==> src/rtl/sdrt_pkg.sv <==
`timescale 1ns / 1ps
// ----------------------------------------------------------------------------
// sdrt_pkg: split datagram reassembly table shared definitions
// table sizing, slot index constants, beat payload types and result codes
// ----------------------------------------------------------------------------
package sdrt_pkg;

  // table geometry
  localparam int TOTAL_SLOTS = 1024;
  localparam int NUM_ROWS    = 4;
  localparam int ROW_SIZE    = TOTAL_SLOTS / NUM_ROWS;
  localparam int ROW_W       = 2;
  localparam int COL_W       = (ROW_SIZE > 1) ? $clog2(ROW_SIZE) : 1;
  localparam int CNT_W       = $clog2(ROW_SIZE + 1);

  // field widths
  localparam int ID_W     = 16;
  localparam int HANDLE_W = 16;
  localparam int LENGTH_W = 16;
  localparam int DROP_W   = 32;
  localparam int HELD_W   = 11;

  // slot key is id >> 2; quotient by ROW_SIZE via reciprocal multiply
  localparam int KEY_W    = ID_W - 2;
  localparam int DIV_SH   = KEY_W + $clog2(ROW_SIZE);
  localparam int RECIP_W  = KEY_W + 2;
  localparam int RECIP    = ((1 << DIV_SH) + ROW_SIZE - 1) / ROW_SIZE;
  localparam logic [RECIP_W-1:0] RECIP_MULT = RECIP_W'(RECIP);
  localparam logic [KEY_W-1:0]   ROW_MULT   = KEY_W'(ROW_SIZE);

  // the row cleared is this far ahead of the row written
  localparam logic [ROW_W-1:0] CLEAR_AHEAD = ROW_W'(2);
  localparam logic [ROW_W-1:0] CLEAR_RESET = ROW_W'(3);

  typedef enum logic [1:0] {
    OUT_STORED  = 2'd0,
    OUT_PAIRED  = 2'd1,
    OUT_DROPPED = 2'd2
  } outcome_t;

  typedef struct packed {
    logic [ID_W-1:0]     datagram_id;
    logic [HANDLE_W-1:0] payload_handle;
    logic [LENGTH_W-1:0] payload_length;
  } item_t;

  typedef struct packed {
    outcome_t            outcome;
    logic [HANDLE_W-1:0] first_handle;
    logic [LENGTH_W-1:0] first_length;
    logic [HANDLE_W-1:0] second_handle;
    logic [LENGTH_W-1:0] second_length;
    logic [DROP_W-1:0]   dropped_total;
    logic [HELD_W-1:0]   held_total;
  } result_t;

  typedef struct packed {
    logic [ROW_W-1:0] row;
    logic [COL_W-1:0] col;
  } slot_addr_t;

  typedef struct packed {
    logic                is_first;
    logic [HANDLE_W-1:0] handle;
    logic [LENGTH_W-1:0] length;
  } slot_entry_t;

endpackage

==> src/rtl/sdrt_slot_map.sv <==
`timescale 1ns / 1ps
// ----------------------------------------------------------------------------
// sdrt_slot_map: slot key to row and column
// splits id >> 2 into a row (quotient mod 4) and a column (remainder)
// ----------------------------------------------------------------------------
module sdrt_slot_map (
  input  logic                      clk,
  input  logic                      load,
  input  logic [sdrt_pkg::KEY_W-1:0] key,
  output sdrt_pkg::slot_addr_t      addr
);

  logic [sdrt_pkg::KEY_W-1:0]                    key_q;
  logic [sdrt_pkg::KEY_W-1:0]                    quot;
  logic [sdrt_pkg::KEY_W+sdrt_pkg::RECIP_W-1:0]  recip_prod;
  logic [2*sdrt_pkg::KEY_W-1:0]                  base_prod;
  logic [sdrt_pkg::KEY_W-1:0]                    rem;

  // quotient by reciprocal multiply, exact for every key value
  assign recip_prod = key * sdrt_pkg::RECIP_MULT;

  always_ff @(posedge clk) begin
    if (load) begin
      key_q <= key;
      quot  <= sdrt_pkg::KEY_W'(recip_prod >> sdrt_pkg::DIV_SH);
    end
  end

  assign base_prod = quot * sdrt_pkg::ROW_MULT;
  assign rem       = key_q - base_prod[sdrt_pkg::KEY_W-1:0];

  assign addr.row = quot[sdrt_pkg::ROW_W-1:0];
  assign addr.col = rem[sdrt_pkg::COL_W-1:0];

endmodule

==> config.mk <==
export PLATFORM = sky130hd
export DESIGN_NAME = sdrt_slot_map
export DESIGN_NICKNAME = d
export VERILOG_FILES = /design/src/rtl/sdrt_pkg.sv /design/src/rtl/sdrt_slot_map.sv
export SDC_FILE = /design/constraint.sdc
export NUM_CORES = 1
export LEC_CHECK = 0
export BUFFER_PORTS_ARGS = -buffer_cell sky130_fd_sc_hd__buf_2
export CAP_MARGIN = 20
export CORE_AREA = 2 2 39 41
export DETAILED_ROUTE_END_ITERATION = 10
export DIE_AREA = 0 0 41 43
export SLEW_MARGIN = 10
export SYNTH_ARGS = -nofsm -noshare
export SYNTH_HDL_FRONTEND = slang
export SYNTH_SLANG_ARGS = --single-unit
==> constraint.sdc <==
create_clock -name clk -period 1 [get_ports clk]
set_input_delay 0.2 -clock clk [delete_from_list [all_inputs] [get_ports clk]]
set_output_delay 0.2 -clock clk [all_outputs]
set_load 0.01 [all_outputs]
# Yosys cells after proc, flatten, opt, wreduce, memory -nomap -nowiden
# Cells that the tools add are included.
[classes]
add_sub_neg = 1
[ops]
columns = ["op", "count"]
rows = [
  ["subtractor 8 x 1 -> 8 bit (second input constant)", 1],
]
[totals]
register_bits = 10
elab_cells = 3

# Depth between registers and ports, before layout
[depth]
word_depth = 1
mapped_depth = 0
ltp_nobuf = 0

# Worst setup path before layout
# OpenSTA, ideal clock, no wires.
[synth_path]
path_kind = "flip-flop to output port"
start = "register key_q[0] in the netlist's numbering"
end = "output port addr[0] in the netlist's numbering"
t_arrival_ns = 0.394
path_slack_ns = 0.406
path_stages_with_launch = 1
path_buffers = 0
cell_sequence = "edfxtp_1"
[synth_via]
elab_chain_len = 1
[synth_rtl]
columns = ["item", "line", "rtl"]
rows = [
  ["start, declared", "sdrt_slot_map.sv:13", "logic [sdrt_pkg::KEY_W-1:0] key_q;"],
  ["start signal, assigned", "sdrt_slot_map.sv:24", "key_q <= key;"],
  ["subtractor 8 x 1 -> 8 bit", "sdrt_slot_map.sv:30", "assign rem = key_q - base_prod[sdrt_pkg::KEY_W-1:0];"],
  ["end, declared", "sdrt_slot_map.sv:10", "output sdrt_pkg::slot_addr_t addr"],
]
# Every way passes these cells.

==> metrics.txt <==
fin util=around a third; Crit-path slowest cell=edfxtp_1; crit path launch type=flop; total wire length=around 530 um; slew margin rel.=between 80% and 90%; vias in the first global route=213; critical path capture point type=output port; most common cell after layout, fill and taps aside=buf_2; CP Max Fanout=1; share of cells above drive strength 1=roughly two thirds; class of the worst hold path=primary input to flop; Worst Slack Setup Final=~18 ps; detailed-route via count=199; Global Route Usage Sum=8.776%; Placer Congestion=approximately 0.58; post-route ant nets=0; Initial Util=~22%; final worst path period share=98.23%; Root Buffer=clkbuf_4; status=finished clean; Area Overhead vs Synth=50.42%; Worst Tran Pin Value=roughly 210 ps; Cells after Synth=10; Leakage=0.1959 nW; hold depth=1; grt ovf=0; Peak supply drop=693.0 uV; clock buffer depth=2; #FFs+latches synth=10; FF/Latch Area=300.3 um2; yosys warns=0; mapped cell area=300.3 um2; # IOs=26; Final min period=982.3 ps; Core Region=between 1000 and 1500 um2; pin count of the biggest net entering global routing=11; DRT Pass-1 Iters=1; fmax=around 1000 MHz; CP Cell Sequence=buf_2; CTS tree=built; maxcap violations=0; post-cts repair resize count=0; die area=between 1500 and 2000 um2; CTS Buf Count=3; Multi-input comb cells=0; global-route wire length before repair=862 um; # rows=14; min-delay src=key[1]; syn_nets=26; distinct cell type count after synthesis=1; Worst Hold Margin=between 100 and 150 ps; Die W=41 um; Max Slew Vio Count=0; pre-CTS setup slack=around 260 ps; First DRT Iteration DRCs=0; Crit Path Class=flop to output port; Fillers=around 140; unrepaired setup endpoints after global routing=yes; DR DRC count=0; syn_area_per_cell=approximately 30 um2; Die H=about 43 um; CTS Hold Bufs=0; post-CTS setup buffer count=0; initial antenna violation count=0; Buf/Inv on CP=1; post-synthesis sequential area ratio=100.0%; total clock sinks=10; diodes inserted=0; Worst-path clk slew=about 70 ps; I/O Buffers=21; CP Data Arrival Time=between 700 and 800 ps; most frequent cells in the layout=buf_2 (21), edfxtp_1 (10), clkbuf_4 (3); CP delay by family, top=flip-flops; footprint of the multi-input gates=0 um2; Critical Path RT=~800 ps; PnR Total Power=about 0.85 mW; Worst Hold End=key_q[1]; DR vias/cell=a little under 4; DR WL/cell=10.41 um; CTS H-Tree Depth=1; Worst path max stage delay=370 ps; Final Hold Viols=0; pwr dens=1891 nW/um2; Final nets=between 50 and 60; final setup violation count=0
## registers in the layout, summed over array words and instances (netlist names)
register and flops:
key_q 8, quot 2
## cells in the mapped netlist, drive strengths merged
cell type | n | area share (%)
edfxtp | 10 | 100
## power by group
group	total [mW]	internal (mW)	switching (mW)
Sequential	0.504	0.498	0.00659
Clock	0.276	0.144	0.132
Combinational	0.0738	0.0354	0.0385
Total	0.854	0.677	0.177
## through the flow
stage | area (um2) | cells | setup TNS (ps)
CTS | 451.7 | 51 | -2.468
global placement | 425.4 | 47 | 0
finish | 451.7 | 51 | 0
detailed placement | 425.4 | 47 | 0
global route | 451.7 | 51 | -142.0
floorplan | 300.3 | 10 | 0
## metal layers
layer / vias up / wire length, um / GRT usage, %
li1: 89 / - / -
met1: 87 / 200 / 8.814
met2: 21 / 213 / 9.688
met3: 2 / 104 / 8.901
met4: 0 / 12 / 8.000
met5: - / 0 / 0
## cell families (layout without fill, tap and decap cells)
logic type	count (synthesis)	in the layout	share of synthesized area, %
buffers and inverters	0	25	0
flip-flops	10	10	100.0
## cell type report
type	instances	area share, %
clock buffer	3	4.986
timing repair buffer	21	23.27
clock inverter	1	0.8310
tap	16	4.432
sequential	10	66.48
## how the worst max path moves through the flow
| stage | start | endpoint | cells after the start |
|---|---|---|---|
| global placement | load | key_q[7] | 1 |
| floorplan | key_q[0] | addr[0] | 0 |
| CTS | key_q[2] | addr[2] | 1 |
| finish | key_q[2] | addr[2] | 1 |
| global route | key_q[3] | addr[3] | 1 |
| detailed placement | load | quot[0] | 1 |
Power figures use the tool's default switching activity.
